$ cat src/rtl/cstl_pkg.sv
// types, token codes and character classes shared by the lexer modules
`default_nettype none

package cstl_pkg;

    localparam int ID_LEN_W = 6;
    localparam int CONST_W  = 31;
    localparam int CQ_DEPTH = 4;

    localparam logic [CONST_W-1:0] CONST_MAX = 31'h7FFF_FFFF;

    localparam logic [47:0] KW_INT    = {24'h0, "int"};
    localparam logic [47:0] KW_VOID   = {16'h0, "void"};
    localparam logic [47:0] KW_RETURN = "return";

    typedef enum logic [1:0] {
        MODE_IDLE,
        MODE_IDENT,
        MODE_CONST,
        MODE_MINUS
    } lex_mode_t;

    typedef enum logic {
        B_IDLE,
        B_EMIT
    } back_state_t;

    typedef enum logic [4:0] {
        K_LBRACE     = 5'd0,
        K_RBRACE     = 5'd1,
        K_SEMI       = 5'd2,
        K_INT        = 5'd3,
        K_VOID       = 5'd4,
        K_RETURN     = 5'd5,
        K_IDENT      = 5'd6,
        K_CONST      = 5'd7,
        K_LPAREN     = 5'd8,
        K_RPAREN     = 5'd9,
        K_TILDE      = 5'd10,
        K_MINUS      = 5'd11,
        K_DEC        = 5'd12,
        K_PLUS       = 5'd13,
        K_STAR       = 5'd14,
        K_SLASH      = 5'd15,
        K_PERCENT    = 5'd16,
        K_E_INVALID  = 5'd17,
        K_E_MALFORM  = 5'd18,
        K_E_OVERFLOW = 5'd19,
        K_E_TOOLONG  = 5'd20
    } kind_t;

    typedef struct packed {
        logic                run;
        kind_t               kind;
        logic [CONST_W-1:0]  value;
        logic [ID_LEN_W-1:0] len;
    } cmd_t;

    typedef struct packed {
        logic  hit;
        kind_t kind;
    } single_t;

    function automatic logic is_alpha(input logic [7:0] c);
        return (c >= "a" && c <= "z") || (c >= "A" && c <= "Z") || c == "_";
    endfunction

    function automatic logic is_digit(input logic [7:0] c);
        return c >= "0" && c <= "9";
    endfunction

    function automatic logic is_space(input logic [7:0] c);
        return c == " " || (c >= 8'd9 && c <= 8'd13);
    endfunction

    function automatic single_t single_kind(input logic [7:0] c);
        single_t s;
        s.hit  = 1'b1;
        s.kind = K_LBRACE;
        case (c)
            "{":     s.kind = K_LBRACE;
            "}":     s.kind = K_RBRACE;
            ";":     s.kind = K_SEMI;
            "(":     s.kind = K_LPAREN;
            ")":     s.kind = K_RPAREN;
            "~":     s.kind = K_TILDE;
            "+":     s.kind = K_PLUS;
            "*":     s.kind = K_STAR;
            "/":     s.kind = K_SLASH;
            "%":     s.kind = K_PERCENT;
            default: s.hit  = 1'b0;
        endcase
        return s;
    endfunction

    // word is right-aligned, first character highest
    function automatic logic kw_char_ok(input logic [47:0] word, input logic [2:0] wlen,
                                        input logic [ID_LEN_W-1:0] pos,
                                        input logic [7:0] c);
        logic [7:0] ch;
        logic [2:0] sh;
        ch = 8'h00;
        sh = 3'd0;
        if (pos < {3'b000, wlen})
        begin
            sh = wlen - 3'd1 - pos[2:0];
            ch = word[{sh, 3'b000} +: 8];
        end
        return (pos < {3'b000, wlen}) && (c == ch);
    endfunction

endpackage

`default_nettype wire

$ cat src/rtl/cstl_cmdq.sv
// short command queue between the lexer front and the token emitter
`default_nettype none

module cstl_cmdq (
    input  wire logic          clk,
    input  wire logic          rst_n,
    input  wire logic          wr_en,
    input  wire cstl_pkg::cmd_t wr_data,
    input  wire logic          rd_en,
    output cstl_pkg::cmd_t     rd_data,
    output logic               q_empty,
    output logic               q_full
);
    import cstl_pkg::*;

    localparam int PTR_W = $clog2(CQ_DEPTH);
    localparam int CNT_W = $clog2(CQ_DEPTH + 1);

    cmd_t             entry_reg [CQ_DEPTH];
    logic [PTR_W-1:0] wr_ptr_reg, wr_ptr_next;
    logic [PTR_W-1:0] rd_ptr_reg, rd_ptr_next;
    logic [CNT_W-1:0] count_reg, count_next;
    logic             do_wr, do_rd;

    assign q_empty = (count_reg == '0);
    assign q_full  = (count_reg == CNT_W'(CQ_DEPTH));
    assign do_wr   = wr_en && !q_full;
    assign do_rd   = rd_en && !q_empty;
    assign rd_data = entry_reg[rd_ptr_reg];

    always_comb
    begin
        wr_ptr_next = do_wr ? wr_ptr_reg + PTR_W'(1) : wr_ptr_reg;
        rd_ptr_next = do_rd ? rd_ptr_reg + PTR_W'(1) : rd_ptr_reg;
        count_next  = count_reg;
        if (do_wr && !do_rd)
        begin
            count_next = count_reg + CNT_W'(1);
        end
        else if (do_rd && !do_wr)
        begin
            count_next = count_reg - CNT_W'(1);
        end
    end

    always_ff @(posedge clk or negedge rst_n)
    begin
        if (!rst_n)
        begin
            wr_ptr_reg <= '0;
            rd_ptr_reg <= '0;
            count_reg  <= '0;
        end
        else
        begin
            wr_ptr_reg <= wr_ptr_next;
            rd_ptr_reg <= rd_ptr_next;
            count_reg  <= count_next;
        end
    end

    always_ff @(posedge clk)
    begin
        if (do_wr)
        begin
            entry_reg[wr_ptr_reg] <= wr_data;
        end
    end

endmodule

`default_nettype wire

$ cat src/rtl/cstl_front.sv
// lexer front: accepts bytes, tracks the pending token and issues emit commands
`default_nettype none

module cstl_front #(
    parameter int MAX_ID_LEN = 32
) (
    input  wire logic                            clk,
    input  wire logic                            rst_n,
    input  wire logic                            push,
    output logic                                 full,
    input  wire logic                            req_type,
    input  wire logic [7:0]                      in_byte,
    input  wire logic                            q_full,
    output logic                                 q_push,
    output cstl_pkg::cmd_t                       q_data,
    input  wire logic                            run_done,
    output logic                                 buf_we,
    output logic [$clog2(MAX_ID_LEN)-1:0]        buf_waddr,
    output logic [7:0]                           buf_wdata
);
    import cstl_pkg::*;

    localparam int ADDR_W = $clog2(MAX_ID_LEN);
    localparam int LEN_W  = $clog2(MAX_ID_LEN + 1);

    lex_mode_t          mode_reg, mode_next;
    logic [LEN_W-1:0]   len_reg, len_next;
    logic [2:0]         kw_reg, kw_next;
    logic [CONST_W-1:0] acc_reg, acc_next;
    logic               ovf_reg, ovf_next;
    logic               halted_reg, halted_next;
    logic               sec_valid_reg, sec_valid_next;
    cmd_t               sec_reg, sec_next;
    logic               run_busy_reg, run_busy_next;

    logic       accept, live;
    logic       c_alpha, c_digit, c_space, c_minus, c_word;
    single_t    sk;
    logic       f_eoi, byte_ok, extend_ident, too_long, extend_const;
    logic       malformed, dec, start, do_flush, flush_halts, cls;
    cmd_t       fc, a_cmd, b_cmd;
    logic       a_v, b_v;
    logic [34:0] acc_prod;

    assign full    = sec_valid_reg || q_full || (run_busy_reg && mode_reg != MODE_IDENT);
    assign accept  = push && !full;
    assign live    = accept && !halted_reg;

    assign c_alpha = is_alpha(in_byte);
    assign c_digit = is_digit(in_byte);
    assign c_space = is_space(in_byte);
    assign c_minus = (in_byte == "-");
    assign c_word  = c_alpha || c_digit;
    assign sk      = single_kind(in_byte);

    assign f_eoi        = live && req_type;
    assign byte_ok      = live && !req_type;
    assign extend_ident = byte_ok && mode_reg == MODE_IDENT && c_word;
    assign too_long     = extend_ident && (len_reg >= LEN_W'(MAX_ID_LEN));
    assign extend_const = byte_ok && mode_reg == MODE_CONST && c_digit;
    assign malformed    = byte_ok && mode_reg == MODE_CONST && c_alpha;
    assign dec          = byte_ok && mode_reg == MODE_MINUS && c_minus;
    assign start        = byte_ok && !(mode_reg == MODE_IDENT && c_word)
                          && !(mode_reg == MODE_CONST && c_word) && !dec;
    assign do_flush     = f_eoi || start;
    assign flush_halts  = do_flush && mode_reg == MODE_CONST && ovf_reg;
    assign cls          = start && !flush_halts;

    assign acc_prod = ({4'b0, acc_reg} << 3) + ({4'b0, acc_reg} << 1)
                      + {31'b0, in_byte[3:0] - 4'd0};

    // pending token as it would be emitted now
    always_comb
    begin
        fc = '0;
        unique case (mode_reg)
            MODE_IDENT:
            begin
                if (kw_reg[0] && len_reg == LEN_W'(3))
                begin
                    fc.kind = K_INT;
                end
                else if (kw_reg[1] && len_reg == LEN_W'(4))
                begin
                    fc.kind = K_VOID;
                end
                else if (kw_reg[2] && len_reg == LEN_W'(6))
                begin
                    fc.kind = K_RETURN;
                end
                else
                begin
                    fc.run  = 1'b1;
                    fc.kind = K_IDENT;
                    fc.len  = ID_LEN_W'(len_reg);
                end
            end
            MODE_CONST:
            begin
                if (ovf_reg)
                begin
                    fc.kind = K_E_OVERFLOW;
                end
                else
                begin
                    fc.kind  = K_CONST;
                    fc.value = acc_reg;
                end
            end
            MODE_MINUS:
            begin
                fc.kind = K_MINUS;
            end
            default:
            begin
                fc = '0;
            end
        endcase
    end

    // lexer mode
    always_comb
    begin
        mode_next = mode_reg;
        if (f_eoi || flush_halts || too_long || malformed || dec)
        begin
            mode_next = MODE_IDLE;
        end
        else if (cls)
        begin
            if (c_alpha)
            begin
                mode_next = MODE_IDENT;
            end
            else if (c_digit)
            begin
                mode_next = MODE_CONST;
            end
            else if (c_minus)
            begin
                mode_next = MODE_MINUS;
            end
            else
            begin
                mode_next = MODE_IDLE;
            end
        end
    end

    // commands, accumulators and buffer writes
    always_comb
    begin
        a_cmd       = fc;
        a_v         = do_flush && mode_reg != MODE_IDLE;
        b_cmd       = '0;
        b_v         = 1'b0;
        halted_next = halted_reg || flush_halts;
        len_next    = len_reg;
        kw_next     = kw_reg;
        acc_next    = acc_reg;
        ovf_next    = ovf_reg;
        buf_we      = 1'b0;
        buf_waddr   = ADDR_W'(0);
        buf_wdata   = in_byte;

        if (do_flush && mode_reg == MODE_IDENT)
        begin
            len_next = '0;
        end

        if (too_long)
        begin
            b_v         = 1'b1;
            b_cmd.kind  = K_E_TOOLONG;
            halted_next = 1'b1;
        end
        else if (extend_ident)
        begin
            buf_we    = 1'b1;
            buf_waddr = len_reg[ADDR_W-1:0];
            len_next  = len_reg + LEN_W'(1);
            kw_next   = kw_reg & {kw_char_ok(KW_RETURN, 3'd6, ID_LEN_W'(len_reg), in_byte),
                                  kw_char_ok(KW_VOID, 3'd4, ID_LEN_W'(len_reg), in_byte),
                                  kw_char_ok(KW_INT, 3'd3, ID_LEN_W'(len_reg), in_byte)};
        end

        if (extend_const && !ovf_reg)
        begin
            if (acc_prod > {4'b0, CONST_MAX})
            begin
                ovf_next = 1'b1;
            end
            else
            begin
                acc_next = acc_prod[CONST_W-1:0];
            end
        end

        if (malformed)
        begin
            b_v         = 1'b1;
            b_cmd.kind  = K_E_MALFORM;
            halted_next = 1'b1;
        end

        if (dec)
        begin
            b_v        = 1'b1;
            b_cmd.kind = K_DEC;
        end

        if (cls && !c_space)
        begin
            if (c_alpha)
            begin
                buf_we   = 1'b1;
                len_next = LEN_W'(1);
                kw_next  = {kw_char_ok(KW_RETURN, 3'd6, ID_LEN_W'(0), in_byte),
                            kw_char_ok(KW_VOID, 3'd4, ID_LEN_W'(0), in_byte),
                            kw_char_ok(KW_INT, 3'd3, ID_LEN_W'(0), in_byte)};
            end
            else if (c_digit)
            begin
                acc_next = CONST_W'(in_byte[3:0]);
                ovf_next = 1'b0;
            end
            else if (!c_minus)
            begin
                b_v = 1'b1;
                if (sk.hit)
                begin
                    b_cmd.kind = sk.kind;
                end
                else
                begin
                    b_cmd.kind  = K_E_INVALID;
                    halted_next = 1'b1;
                end
            end
        end

        if (sec_valid_reg)
        begin
            q_push         = !q_full;
            q_data         = sec_reg;
            sec_valid_next = q_full;
            sec_next       = sec_reg;
        end
        else
        begin
            q_push         = a_v || b_v;
            q_data         = a_v ? a_cmd : b_cmd;
            sec_valid_next = a_v && b_v;
            sec_next       = b_cmd;
        end

        if (a_v && a_cmd.run)
        begin
            run_busy_next = 1'b1;
        end
        else if (run_done)
        begin
            run_busy_next = 1'b0;
        end
        else
        begin
            run_busy_next = run_busy_reg;
        end
    end

    always_ff @(posedge clk or negedge rst_n)
    begin
        if (!rst_n)
        begin
            mode_reg      <= MODE_IDLE;
            len_reg       <= '0;
            kw_reg        <= '0;
            acc_reg       <= '0;
            ovf_reg       <= 1'b0;
            halted_reg    <= 1'b0;
            sec_valid_reg <= 1'b0;
            run_busy_reg  <= 1'b0;
        end
        else
        begin
            mode_reg      <= mode_next;
            len_reg       <= len_next;
            kw_reg        <= kw_next;
            acc_reg       <= acc_next;
            ovf_reg       <= ovf_next;
            halted_reg    <= halted_next;
            sec_valid_reg <= sec_valid_next;
            run_busy_reg  <= run_busy_next;
        end
    end

    always_ff @(posedge clk)
    begin
        sec_reg <= sec_next;
    end

endmodule

`default_nettype wire

$ cat src/rtl/cstl_back.sv
// token emitter: turns commands into result items, reads identifier runs from the buffer
`default_nettype none

module cstl_back #(
    parameter int MAX_ID_LEN = 32
) (
    input  wire logic                               clk,
    input  wire logic                               rst_n,
    input  wire logic                               q_empty,
    input  wire cstl_pkg::cmd_t                     q_data,
    output logic                                    q_pop,
    input  wire logic                               buf_we,
    input  wire logic [$clog2(MAX_ID_LEN)-1:0]      buf_waddr,
    input  wire logic [7:0]                         buf_wdata,
    output logic                                    run_done,
    output logic                                    empty,
    input  wire logic                               pop,
    output logic [4:0]                              token_kind,
    output logic [30:0]                             const_value,
    output logic [7:0]                              ident_char,
    output logic                                    last_of_run
);
    import cstl_pkg::*;

    localparam int ADDR_W = $clog2(MAX_ID_LEN);

    logic [7:0]          id_mem [MAX_ID_LEN];
    logic [7:0]          rd_data_reg;

    back_state_t         state_reg, state_next;
    logic [ADDR_W-1:0]   idx_reg, idx_next;
    logic [ID_LEN_W-1:0] len_reg, len_next;
    logic                out_valid_reg, out_valid_next;
    kind_t               out_kind_reg, out_kind_next;
    logic [CONST_W-1:0]  out_value_reg, out_value_next;
    logic [7:0]          out_char_reg, out_char_next;
    logic                out_last_reg, out_last_next;

    logic                can_load, is_last, rd_en;
    logic [ADDR_W-1:0]   rd_addr;

    assign can_load = !out_valid_reg || pop;
    assign is_last  = (7'(idx_reg) + 7'd1 == 7'(len_reg));

    assign empty       = !out_valid_reg;
    assign token_kind  = out_kind_reg;
    assign const_value = out_value_reg;
    assign ident_char  = out_char_reg;
    assign last_of_run = out_last_reg;

    always_comb
    begin
        state_next = state_reg;
        unique case (state_reg)
            B_IDLE:
            begin
                if (!q_empty && q_data.run)
                begin
                    state_next = B_EMIT;
                end
            end
            B_EMIT:
            begin
                if (can_load && is_last)
                begin
                    state_next = B_IDLE;
                end
            end
            default:
            begin
                state_next = B_IDLE;
            end
        endcase
    end

    always_comb
    begin
        q_pop          = 1'b0;
        rd_en          = 1'b0;
        rd_addr        = ADDR_W'(0);
        run_done       = 1'b0;
        idx_next       = idx_reg;
        len_next       = len_reg;
        out_valid_next = out_valid_reg && !pop;
        out_kind_next  = out_kind_reg;
        out_value_next = out_value_reg;
        out_char_next  = out_char_reg;
        out_last_next  = out_last_reg;
        unique case (state_reg)
            B_IDLE:
            begin
                if (!q_empty)
                begin
                    if (q_data.run)
                    begin
                        q_pop    = 1'b1;
                        rd_en    = 1'b1;
                        idx_next = '0;
                        len_next = q_data.len;
                    end
                    else if (can_load)
                    begin
                        q_pop          = 1'b1;
                        out_valid_next = 1'b1;
                        out_kind_next  = q_data.kind;
                        out_value_next = q_data.value;
                        out_char_next  = 8'h00;
                        out_last_next  = 1'b1;
                    end
                end
            end
            B_EMIT:
            begin
                if (can_load)
                begin
                    out_valid_next = 1'b1;
                    out_kind_next  = K_IDENT;
                    out_value_next = '0;
                    out_char_next  = rd_data_reg;
                    out_last_next  = is_last;
                    if (is_last)
                    begin
                        run_done = 1'b1;
                    end
                    else
                    begin
                        rd_en    = 1'b1;
                        rd_addr  = idx_reg + ADDR_W'(1);
                        idx_next = idx_reg + ADDR_W'(1);
                    end
                end
            end
            default:
            begin
                q_pop = 1'b0;
            end
        endcase
    end

    always_ff @(posedge clk or negedge rst_n)
    begin
        if (!rst_n)
        begin
            state_reg     <= B_IDLE;
            out_valid_reg <= 1'b0;
        end
        else
        begin
            state_reg     <= state_next;
            out_valid_reg <= out_valid_next;
        end
    end

    always_ff @(posedge clk)
    begin
        idx_reg       <= idx_next;
        len_reg       <= len_next;
        out_kind_reg  <= out_kind_next;
        out_value_reg <= out_value_next;
        out_char_reg  <= out_char_next;
        out_last_reg  <= out_last_next;
    end

    always_ff @(posedge clk)
    begin
        if (buf_we)
        begin
            id_mem[buf_waddr] <= buf_wdata;
        end
        if (rd_en)
        begin
            rd_data_reg <= id_mem[rd_addr];
        end
    end

endmodule

`default_nettype wire

$ cat src/rtl/c_subset_token_lexer.sv
// top level of the token lexer: front, command queue and emitter
// items go through the queue and output register, runs also the buffer read register; bytes
// are taken one a cycle while full is low, and a byte that ends one token and yields another
// holds input until the second is queued; a run leaves one character a cycle while pop frees
// the output, holding input to its end unless an identifier is open; an error halts the lexer
// until reset; reset clears control state, not the identifier buffer, which needs no clearing pass
`default_nettype none

module c_subset_token_lexer #(
    parameter int MAX_ID_LEN = 32
) (
    input  wire logic        clk,
    input  wire logic        rst_n,
    input  wire logic        push,
    output logic             full,
    input  wire logic        req_type,
    input  wire logic [7:0]  in_byte,
    output logic             empty,
    input  wire logic        pop,
    output logic [4:0]       token_kind,
    output logic [30:0]      const_value,
    output logic [7:0]       ident_char,
    output logic             last_of_run
);
    import cstl_pkg::*;

    localparam int ADDR_W = $clog2(MAX_ID_LEN);

    cmd_t              f_cmd, q_cmd;
    logic              f_push, q_pop, q_empty, q_full;
    logic              run_done, buf_we;
    logic [ADDR_W-1:0] buf_waddr;
    logic [7:0]        buf_wdata;

    cstl_front #(
        .MAX_ID_LEN (MAX_ID_LEN)
    ) u_front (
        .clk       (clk),
        .rst_n     (rst_n),
        .push      (push),
        .full      (full),
        .req_type  (req_type),
        .in_byte   (in_byte),
        .q_full    (q_full),
        .q_push    (f_push),
        .q_data    (f_cmd),
        .run_done  (run_done),
        .buf_we    (buf_we),
        .buf_waddr (buf_waddr),
        .buf_wdata (buf_wdata)
    );

    cstl_cmdq u_cmdq (
        .clk     (clk),
        .rst_n   (rst_n),
        .wr_en   (f_push),
        .wr_data (f_cmd),
        .rd_en   (q_pop),
        .rd_data (q_cmd),
        .q_empty (q_empty),
        .q_full  (q_full)
    );

    cstl_back #(
        .MAX_ID_LEN (MAX_ID_LEN)
    ) u_back (
        .clk         (clk),
        .rst_n       (rst_n),
        .q_empty     (q_empty),
        .q_data      (q_cmd),
        .q_pop       (q_pop),
        .buf_we      (buf_we),
        .buf_waddr   (buf_waddr),
        .buf_wdata   (buf_wdata),
        .run_done    (run_done),
        .empty       (empty),
        .pop         (pop),
        .token_kind  (token_kind),
        .const_value (const_value),
        .ident_char  (ident_char),
        .last_of_run (last_of_run)
    );

endmodule

`default_nettype wire

$ cat config.mk
export PLATFORM = sky130hd
export DESIGN_NAME = c_subset_token_lexer
export DESIGN_NICKNAME = d
export VERILOG_FILES = /design/src/rtl/cstl_pkg.sv /design/src/rtl/cstl_cmdq.sv /design/src/rtl/cstl_front.sv /design/src/rtl/cstl_back.sv /design/src/rtl/c_subset_token_lexer.sv
export SDC_FILE = /design/constraint.sdc
export NUM_CORES = 1
export LEC_CHECK = 0
export BUFFER_PORTS_ARGS = -buffer_cell sky130_fd_sc_hd__clkbuf_2
export CORE_ASPECT_RATIO = 0.75
export CORE_MARGIN = 2
export CORE_UTILIZATION = 57
export CTS_CLUSTER_DIAMETER = 200
export CTS_CLUSTER_SIZE = 28
export DETAILED_ROUTE_END_ITERATION = 7
export PLACE_DENSITY_LB_ADDON = 0.12
export RECOVER_POWER = 50
export REMOVE_ABC_BUFFERS = 1
export SLEW_MARGIN = 15
export SYNTH_ARGS = -nofsm -noshare
export SYNTH_HDL_FRONTEND = slang
export SYNTH_SLANG_ARGS = --single-unit
$ cat constraint.sdc
create_clock -name clk -period 3.8 [get_ports clk]
set_input_delay 0.38 -clock clk [delete_from_list [all_inputs] [get_ports clk]]
set_output_delay 0.38 -clock clk [all_outputs]
set_load 0.005 [all_outputs]
==> qor.yml, run 1 <==
clock-sinks: 552
violations: "max-capacitance violations, max-slew violations"
ir_worst_vdd_v: 0.000608
worst_setup_path_end_kind: "flop"
drive_above_1_share: 0.136
outcome: "complete, but fails checks"
synth_compound_area_frac: 0.104
grt_pass1_vias: 15200
drcViolationCount: 0
avgSynthCellArea_um2: 14.3
max_cap_viol_count: 4
final_common_cell: "edfxtp_1"
maxSlewViolCount: 153
synth_warnings: 0
crit_type: "reg2reg"
synth_top_family_by_area: "compound AO/OA/AOI/OAI gates"
fin_crit_ps: 3600
p_leak_nw: 9.75
multi_input_comb_area_um2: 8680
ant_nets: 0
tightestPinTransition_ps: 1830
initialDrtViolationCount: 2013
ios: 60
grt_pass1_wl_mm: 93.7
hp-class: "in2reg"
slew_headroom: -0.219
synth_edf_count: 497
root_buffer: "clkbuf_16"
r2r_slack_ps: 200
antenna_cells: 0
register_area_um2: 16300
synthToLayoutAreaGrowth_pct: 8.55
wl_per_cell_um: 25.0
r2r_cells: 13
coreArea_um2: 44400
worst_hold_slack_ps: 304
dr.pass1.iters: 6
viasPerCell: 6.54
path_clk_slew_ps: 120
die_w_um: 248
setup_tns_ps: 0
synth.largest_area_cell: "edfxtp_1"
synth_fa_ha_area_frac: 0.0401
synth_mux_area_frac: 0.0806
netlist_area_um2: 25500
hpwl_mm: 42.5
worst_hold_path.num_cells: 3
ys_ff_latch: 552
layout_common_cells: "497 x edfxtp_1, 95 x a21oi_1, 88 x nor2_1"
grt_max_degree: 50
clockBufferDepth: 3
ys_top_cells_by_area: "edfxtp_1 59%, dfrtp_1 5.4%, mux4_2 5.2%, ha_1 3.8%, mux2i_1 2.7%"
synthCells: 1784
yosys.area.top_type_share: 0.585
ctsHtreeMaxLevel: 1
synthArstFlopShare: 0.0996
largest_reg_flops: 256
crit_arrival_ps: 4040
start_util: 0.574
port_buffers: 59
hold_viol_final: 0
antenna_found_initial: 0
fin_crit_sh: 0.947
drt_wl_total_mm: 61.8
synth_simple_gate_area_frac: 0.0959
synth-seq-area-share: 0.639
groute.usage.overall: 0.268
startpoint_type: "flop"
rows: 67
max_freq_ghz: 0.278
ys_types: 85
worstPathMaxFanout: 26
gp_congestion: 0.923
p_per_area_nw_per_um2: 572
clk_latency_ps: 600
cts_tree: "built"
dieArea_um2: 46500
fin_skew_ps: 46.4
die_h_um: 187
globalRouteOverflowTotal: 0
synth_xor_area_frac: 0.0161
numCtsBuffers: 23
yosys_most_used_dff: "edfxtp_1"
nets: 1964
worstPathRequired_ps: 4240
setup_viol: 0
num_vias: 16200
fillCellCount: 3329
cell families after synthesis:
group | count (synthesis)
flops | 552
simple gates | 456
compound gates | 381
buf+inv | 138
mux | 131
fa+ha+maj | 80
xor+xnor | 46
worst max-delay path, cell delays in order (launching register included):
cell	delay [ps]
dfrtp_1	370
inv_1	90
fa_1	480
inv_1	70
fa_1	460
a21o_1	190
a21o_1	190
a21oi_1	280
o31ai_2	150
a21oi_2	270
o32ai_2	130
buf_4	240
o41ai_1	400
a21oi_1	140
report_power, final:
part / leakage [nW] / internal (mW) / switching, mW
Sequential: 5.14 / 7.18 / 0.244
Combinational: 4.30 / 2.13 / 3.29
Clock: 0.318 / 1.18 / 1.79
Total: 9.75 / 10.5 / 5.33
cells in the mapped netlist, types with 24 or more instances:
library cell / number
edfxtp_1: 497
a21oi_1: 96
nor2_1: 90
ha_1: 77
mux2i_1: 70
and2_1: 67
nand2_1: 67
clkbuf_1: 65
o21ai_0: 63
mux4_2: 59
dfrtp_1: 55
and3_1: 49
nand3_1: 40
nand4_1: 33
inv_1: 31
o221ai_1: 31
nor3_1: 29
buf_2: 27
o41ai_1: 25
xnor2_1: 24
metal layers:
metal	routed length [µm]	vias up	GRT usage
li1	-	7222	-
met1	29300	8143	0.464
met2	24500	776	0.347
met3	7270	45	0.0634
met4	731	0	0.0341
met5	0	-	0
worst paths after layout:
check                              startpoint                    to
max                        u_front.acc_reg[2]   u_front.acc_reg[25]
min                                  req_type   u_front.mode_reg[0]
max reg2reg                u_front.acc_reg[2]   u_front.acc_reg[25]
min reg2reg                u_front.halted_reg    u_front.halted_reg
max in group asynchronous               rst_n   u_front.acc_reg[25]
min in group asynchronous               rst_n  u_cmdq.rd_ptr_reg[0]
final cells by class:
type / instances / area share
repair buffers: 169 / 0.0422
flip-flops and latches: 552 / 0.589
well taps: 586 / 0.0265
inverters: 31 / 0.00420
multi-input cells: 1094 / 0.314
clock buffers: 40 / 0.0231
clock inverters: 2 / 0.00104
repair_timing:
| item | 4_1_cts | 5_1_grt |
|---|---|---|
| setup endpoints to repair | 1 | 39 |
| buffers inserted | 0 | 2 |
| hold endpoints to repair | 22 | 0 |
| hold buffers | 1 | 0 |
| gates cloned | 0 | 1 |
| resized for setup | 2 | 9 |
| pin swaps | 0 | 1 |
per-stage QoR:
stage	total power, mW	utilization	cells	worst slack (ps)	cell area, µm²
3_5_place_dp	12.9	0.607	2428	-161	27000
4_1_cts	15.8	0.623	2471	16.0	27700
5_1_grt	16.5	0.623	2474	-5.96	27700
6_report	15.8	0.623	2474	201	27700
3_3_place_gp	12.8	0.607	2428	-96.6	27000
2_1_floorplan	10.8	-	1677	-3730	25000
No activity file was read; power rests on OpenSTA's default activity.
==> inputs of run 2 (changes only) <==
--- a/config.mk
+++ b/config.mk
@@ -6,7 +6,7 @@
 export NUM_CORES = 1
 export LEC_CHECK = 0
 export BUFFER_PORTS_ARGS = -buffer_cell sky130_fd_sc_hd__clkbuf_2
-export CORE_ASPECT_RATIO = 0.75
+export CORE_ASPECT_RATIO = 0.6
 export CORE_MARGIN = 2
 export CORE_UTILIZATION = 57
 export CTS_CLUSTER_DIAMETER = 200
==> run 2 against run 1 <==
  * The flow still finishes with violations (max-capacitance violations, max-slew violations)
  * Hold slack got worse by 120 ps
  * Non-clock buffer count grew 20
  * First-iteration DRC count up 5.5%
  * Die area about the same
  * Register-to-register slack worse by 50 ps
  * Wire length up 4.6%
  * Clock-buffer cell count did not move
  * Worst setup slack worse by 53 ps
  * Critical path type unchanged
  * Largest power group unchanged
  * Highest routed layer unchanged
==> qor.yml, run 2 (same netlist as run 1, synthesis figures left out) <==
worstPathRequired_ps: 4270  # +30 ps
tightestPinTransition_ps: 2180  # +348 ps
hold_viol_final: 0  # unchanged
crit_arrival_ps: 4120  # +80 ps
startpoint_type: "flop"
r2r-start: "u_back.idx_reg[0]"
worst_hold_slack_ps: 187  # -117 ps
hp-class: "in2reg"
rsz0062_at_grt: "no"
ios: 60  # unchanged
cp_slowest_cell: "a211oi_1"
critPathMaxStageDelay_ps: 670  # +190 ps
fin_crit_ps: 3650  # +53.1 ps
p_leak_nw: 9.82  # +0.64%
hpwl_mm: 45.2  # +6.3%
fillCellCount: 3246  # -2.5%
grt_pass1_vias: 15100  # -0.66%
worstPathMaxFanout: 32  # +23%
initialDrtViolationCount: 2123  # +5.5%
ir_worst_vdd_v: 0.000500  # -18%
violations: "max-capacitance violations, max-slew violations"
clock-sinks: 552  # unchanged
rows: 59  # -12%
gp_congestion: 0.913  # -1.1%
drive_above_1_share: 0.138  # +0.00218
largest_reg_flops: 256  # unchanged
slew_headroom: -0.451  # -0.232
dieArea_um2: 46500  # about the same
final_common_cell: "edfxtp_1"
worst_path_most_repeated_cell: "o22ai_1"
worst_hold_path.num_cells: 3  # unchanged
drcViolationCount: 0  # unchanged
dr.pass1.iters: 6  # unchanged
root_buffer: "clkbuf_16"
groute.usage.overall: 0.278  # +0.0103
crit_type: "reg2reg"
clockBufferDepth: 3  # unchanged
outcome: "complete, but fails checks"
p_per_area_nw_per_um2: 576  # +0.74%
max_freq_ghz: 0.274  # -1.5%
r2r_cells: 11  # -2
maxSlewViolCount: 121  # -21%
antenna_found_initial: 2  # +2
crit_chain: "ha_1, xnor2_1, o311a_1, and4_1, a21oi_2, buf_12, o22ai_1, a211oi_1, o22ai_1, o32ai_1, buf_4"
r2r_slack_ps: 150  # -50 ps
viasPerCell: 6.55  # about the same
grt_max_degree: 51  # +2.0%
setup_ws_ps: 148  # -53.1 ps
nets: 1985  # +1.1%
port_buffers: 59  # unchanged
layout_common_cells: "497 x edfxtp_1, 104 x buf_4, 96 x a21oi_1"
num_vias: 16300  # +0.65%
drt_wl_total_mm: 64.6  # +4.6%
fin_skew_ps: 29.9  # -16.5 ps
stdcell_count: 2489  # +0.61%
synthToLayoutAreaGrowth_pct: 9.12
path_clk_slew_ps: 110  # about the same
ctsHtreeMaxLevel: 1  # unchanged
grt_pass1_wl_mm: 97.1  # +3.6%
final_area_um2: 27800  # +0.52%
die_w_um: 277  # +12%
max_cap_viol_count: 3  # -1
wl_per_cell_um: 26.0  # +4.0%
worstHoldStart: "req_type"
placedCellCount: 2442  # +0.58%
final_util: 0.637  # +0.0137
fin_crit_sh: 0.961  # +0.0140
setup_viol: 0  # unchanged
min_to: "u_front.mode_reg[0]"
start_util: 0.583  # +0.00956
coreArea_um2: 43700  # -1.6%
finalPower_mw: 16.0  # +1.3%
ant_nets: 0  # unchanged
globalRouteOverflowTotal: 0  # unchanged
r2r_end: "u_back.rd_data_reg[5]"
die_h_um: 168  # -10%
clk_latency_ps: 590  # about the same
numCtsBuffers: 23  # unchanged
setup_tns_ps: 0  # unchanged
cts_tree: "built"
place_ws_ps: -213  # -51.7 ps
worst_setup_path_end_kind: "flop"
dpl_cell_area_um2: 27200  # +0.64%
[run 2: worst max-delay path: cells and delay by family (launching register included)]
family                     cells  cell delay, ps
adders and majority gates      1             420
AOI/OAI and AO/OA              6            1700
buffers and inverters          2             440
and+or+nand+nor                1             240
DFF                            1             500
xor gates and xnor gates       1             190
[run 2: worst max path at each step]
| stage | from | to | slack, ps |
|---|---|---|---|
| 6_report | u_back.idx_reg[0] | u_back.rd_data_reg[5] | 150 |
| 5_1_grt | u_front.acc_reg[18] | u_front.acc_reg[26] | 10 |
| 4_1_cts | u_back.idx_reg[0] | u_back.rd_data_reg[1] | 80 |
| 3_5_place_dp | in_byte[3] | u_front.ovf_reg | -210 |
| 3_3_place_gp | in_byte[3] | u_front.ovf_reg | -120 |
| 2_1_floorplan | u_back.idx_reg[0] | u_back.rd_data_reg[1] | -3730 |
[run 2: what timing repair did]
item,CTS,global route
endpoints found under the setup margin,26,38
gates cloned,0,1
pin swaps,0,2
endpoints found under the hold margin,11,0
hold buffers,1,0
setup buffers,0,2
gates resized for setup,1,13
[run 2: final cells by class]
class	count	area [µm²]	share of cell area
clock buffer	40	639	0.0230
clock inverter	2	28.8	0.00103
inverter	31	116	0.00418
multi-input combinational	1095	8690	0.313
timing repair buffer	189	1310	0.0470
tap	579	724	0.0260
antenna	1	2.50	0.0000900
sequential	552	16300	0.586
[run 2: layer usage]
metal	routed length [µm]	GRT usage
met3	8640	0.0981
met1	31200	0.473
met4	616	0.0314
met2	24200	0.343
met5	0	0
[run 2: where the power goes]
group          internal (mW)  switching [mW]  total (mW)
clock                   1.18            1.79        2.97
combinational           2.20            3.41        5.60
sequential              7.18           0.266        7.45
==> inputs of run 3 (changes only) <==
--- a/config.mk
+++ b/config.mk
@@ -6,7 +6,7 @@
 export NUM_CORES = 1
 export LEC_CHECK = 0
 export BUFFER_PORTS_ARGS = -buffer_cell sky130_fd_sc_hd__clkbuf_2
-export CORE_ASPECT_RATIO = 0.6
+export CORE_ASPECT_RATIO = 1.5
 export CORE_MARGIN = 2
 export CORE_UTILIZATION = 57
 export CTS_CLUSTER_DIAMETER = 200
==> run 3 against run 2 <==
  * Sequential share of layout area is 0.17 points higher
  * Largest cell class unchanged
  * Wire length is 4.7% lower
  * Maximum frequency is 0.25% lower
  * Sequential cell count stayed put
  * The run still ends with max-capacitance violations, max-slew violations left
  * Worst setup slack worse by 9.1 ps
==> qor.yml, run 3 (same netlist as run 1, synthesis figures left out) <==
die_h_um: 263  # +57%
finalPower_mw: 15.7  # -1.8%
setup_viol: 0  # unchanged
fin_crit_sh: 0.963  # +0.00238
groute.usage.overall: 0.269  # -0.00894
dieArea_um2: 46500  # about the same
placedCellCount: 2433  # -0.37%
die_w_um: 177  # -36%
startpoint_type: "flop"
grt_max_degree: 49  # -3.9%
multi_input_comb_area_um2: 8720  # +0.29%
ios: 60  # unchanged
cts_tree: "built"
nets: 1978  # -0.35%
register_area_um2: 16300  # about the same
hp-class: "in2reg"
violations: "max-capacitance violations, max-slew violations"
fillCellCount: 3339  # +2.9%
rsz0062_at_grt: "yes"
worst_setup_path_end_kind: "flop"
tightestPinTransition_ps: 1720  # -456 ps
clk_latency_ps: 600  # about the same
ir_worst_vdd_v: 0.000565  # +13%
outcome: "complete, but fails checks"
path_clk_slew_ps: 120  # about the same
antenna_found_initial: 3  # +1
hold_viol_final: 0  # unchanged
drt_wl_total_mm: 61.6  # -4.7%
numCtsBuffers: 23  # unchanged
wl_per_cell_um: 24.8  # -4.3%
gp_congestion: 0.955  # +4.7%
globalRouteOverflowTotal: 0  # unchanged
stdcell_count: 2479  # -0.40%
synthToLayoutAreaGrowth_pct: 8.81
layout_common_cells: "497 x edfxtp_1, 96 x a21oi_1, 89 x buf_4"
crit_type: "reg2reg"
port_buffers: 59  # unchanged
grt_pass1_wl_mm: 95.2  # -1.9%
clockBufferDepth: 3  # unchanged
drcViolationCount: 0  # unchanged
start_util: 0.580  # -0.00378
drive_above_1_share: 0.139  # +0.00103
viasPerCell: 6.36  # -2.8%
largest_reg_flops: 256  # unchanged
maxSlewViolCount: 117  # -3.3%
crit_arrival_ps: 4170  # +50 ps
fin_skew_ps: 38.6  # +8.71 ps
hpwl_mm: 43.7  # -3.3%
initialDrtViolationCount: 1643  # -23%
grt_pass1_vias: 16100  # +6.6%
r2r_slack_ps: 140  # about the same
clock-sinks: 552  # unchanged
p_per_area_nw_per_um2: 567  # -1.5%
worstPathRequired_ps: 4310  # +40 ps
dr.pass1.iters: 6  # unchanged
rows: 94  # +59%
num_vias: 15800  # -3.2%
max_cap_viol_count: 3  # unchanged
slew_headroom: -0.147  # +0.304
worstPathMaxFanout: 26  # -19%
ant_nets: 0  # unchanged
fin_crit_ps: 3660  # +9.05 ps
ctsHtreeMaxLevel: 1  # unchanged
p_leak_nw: 9.76  # -0.57%
coreArea_um2: 44000  # +0.65%
max_freq_ghz: 0.273  # -0.25%
final_common_cell: "edfxtp_1"
root_buffer: "clkbuf_16"
-- run 3: cell types whose count changed in the layout (fill, tap and decap cells not counted), moves of 2 or more --
cell,change
and2_1,-8
and2_0,+8
buf_4,-15
buf_12,-3
buf_1,+2
clkbuf_2,+12
clkbuf_1,-5
buf_6,+2
-- run 3: metrics by stage --
stage	setup TNS (ps)	utilization	instance area, µm²	worst slack (ps)	hold slack, ps
2_1_floorplan	-88940	-	25000	-3730	84.4
3_3_place_gp	-4530	0.616	27100	-297	410
3_5_place_dp	-6430	0.616	27100	-363	425
4_1_cts	0	0.632	27800	14.3	215
5_1_grt	-10.6	0.631	27700	-10.6	231
6_report	0	0.631	27700	139	226
-- run 3: metal layers --
layer / up-vias / part of all wire / track usage
li1: 7227 / - / -
met1: 7916 / 0.36 / 0.309
met2: 489 / 0.54 / 0.490
met3: 139 / 0.044 / 0.0282
met4: 2 / 0.062 / 0.144
met5: - / 0.00013 / 0
-- run 3: final cells by class --
type                       instances  area share
sequential                       552       0.588
multi-input combinational       1095       0.314
timing repair buffer             182      0.0435
tap                              576      0.0260
clock buffer                      40      0.0231
inverter                          31     0.00420
clock inverter                     2     0.00104
antenna                            1   0.0000902
-- run 3: path summary, 6_finish.rpt --
path	start	end	cells past startpoint
worst min register to register	u_front.halted_reg	u_front.halted_reg	2
worst max register to register	u_front.acc_reg[0]	u_front.acc_reg[29]	13
worst min-delay path	req_type	u_front.mode_reg[0]	3
max in group asynchronous	rst_n	u_front.acc_reg[3]	3
worst max-delay path	u_front.acc_reg[0]	u_front.acc_reg[29]	13
min in group asynchronous	rst_n	u_back.out_valid_reg	2
-- run 3: power breakdown --
| group | internal [mW] | leakage, nW | total, mW | switching [mW] |
|---|---|---|---|---|
| Clock | 1.18 | 0.318 | 2.95 | 1.77 |
| Sequential | 7.18 | 5.14 | 7.41 | 0.223 |
| Combinational | 2.20 | 4.30 | 5.37 | 3.18 |
-- run 3: worst max-delay path, stage by stage, from the launching register on --
cell	delay, ps
dfrtp_1	400
inv_1	80
fa_1	530
inv_1	80
ha_1	310
a211oi_1	290
o211ai_1	180
a22oi_2	250
nor3_2	100
nor4_2	330
o2111a_2	360
buf_6	230
o2111ai_1	230
a21oi_1	210
-- run 3: timing repair --
item	4_1_cts	5_1_grt
pin swaps	1	1
gates cloned	0	1
setup buffers	0	1
endpoints found under the hold margin	17	0
gates resized for setup	3	14
hold buffers	1	0
endpoints found under the setup margin	28	32
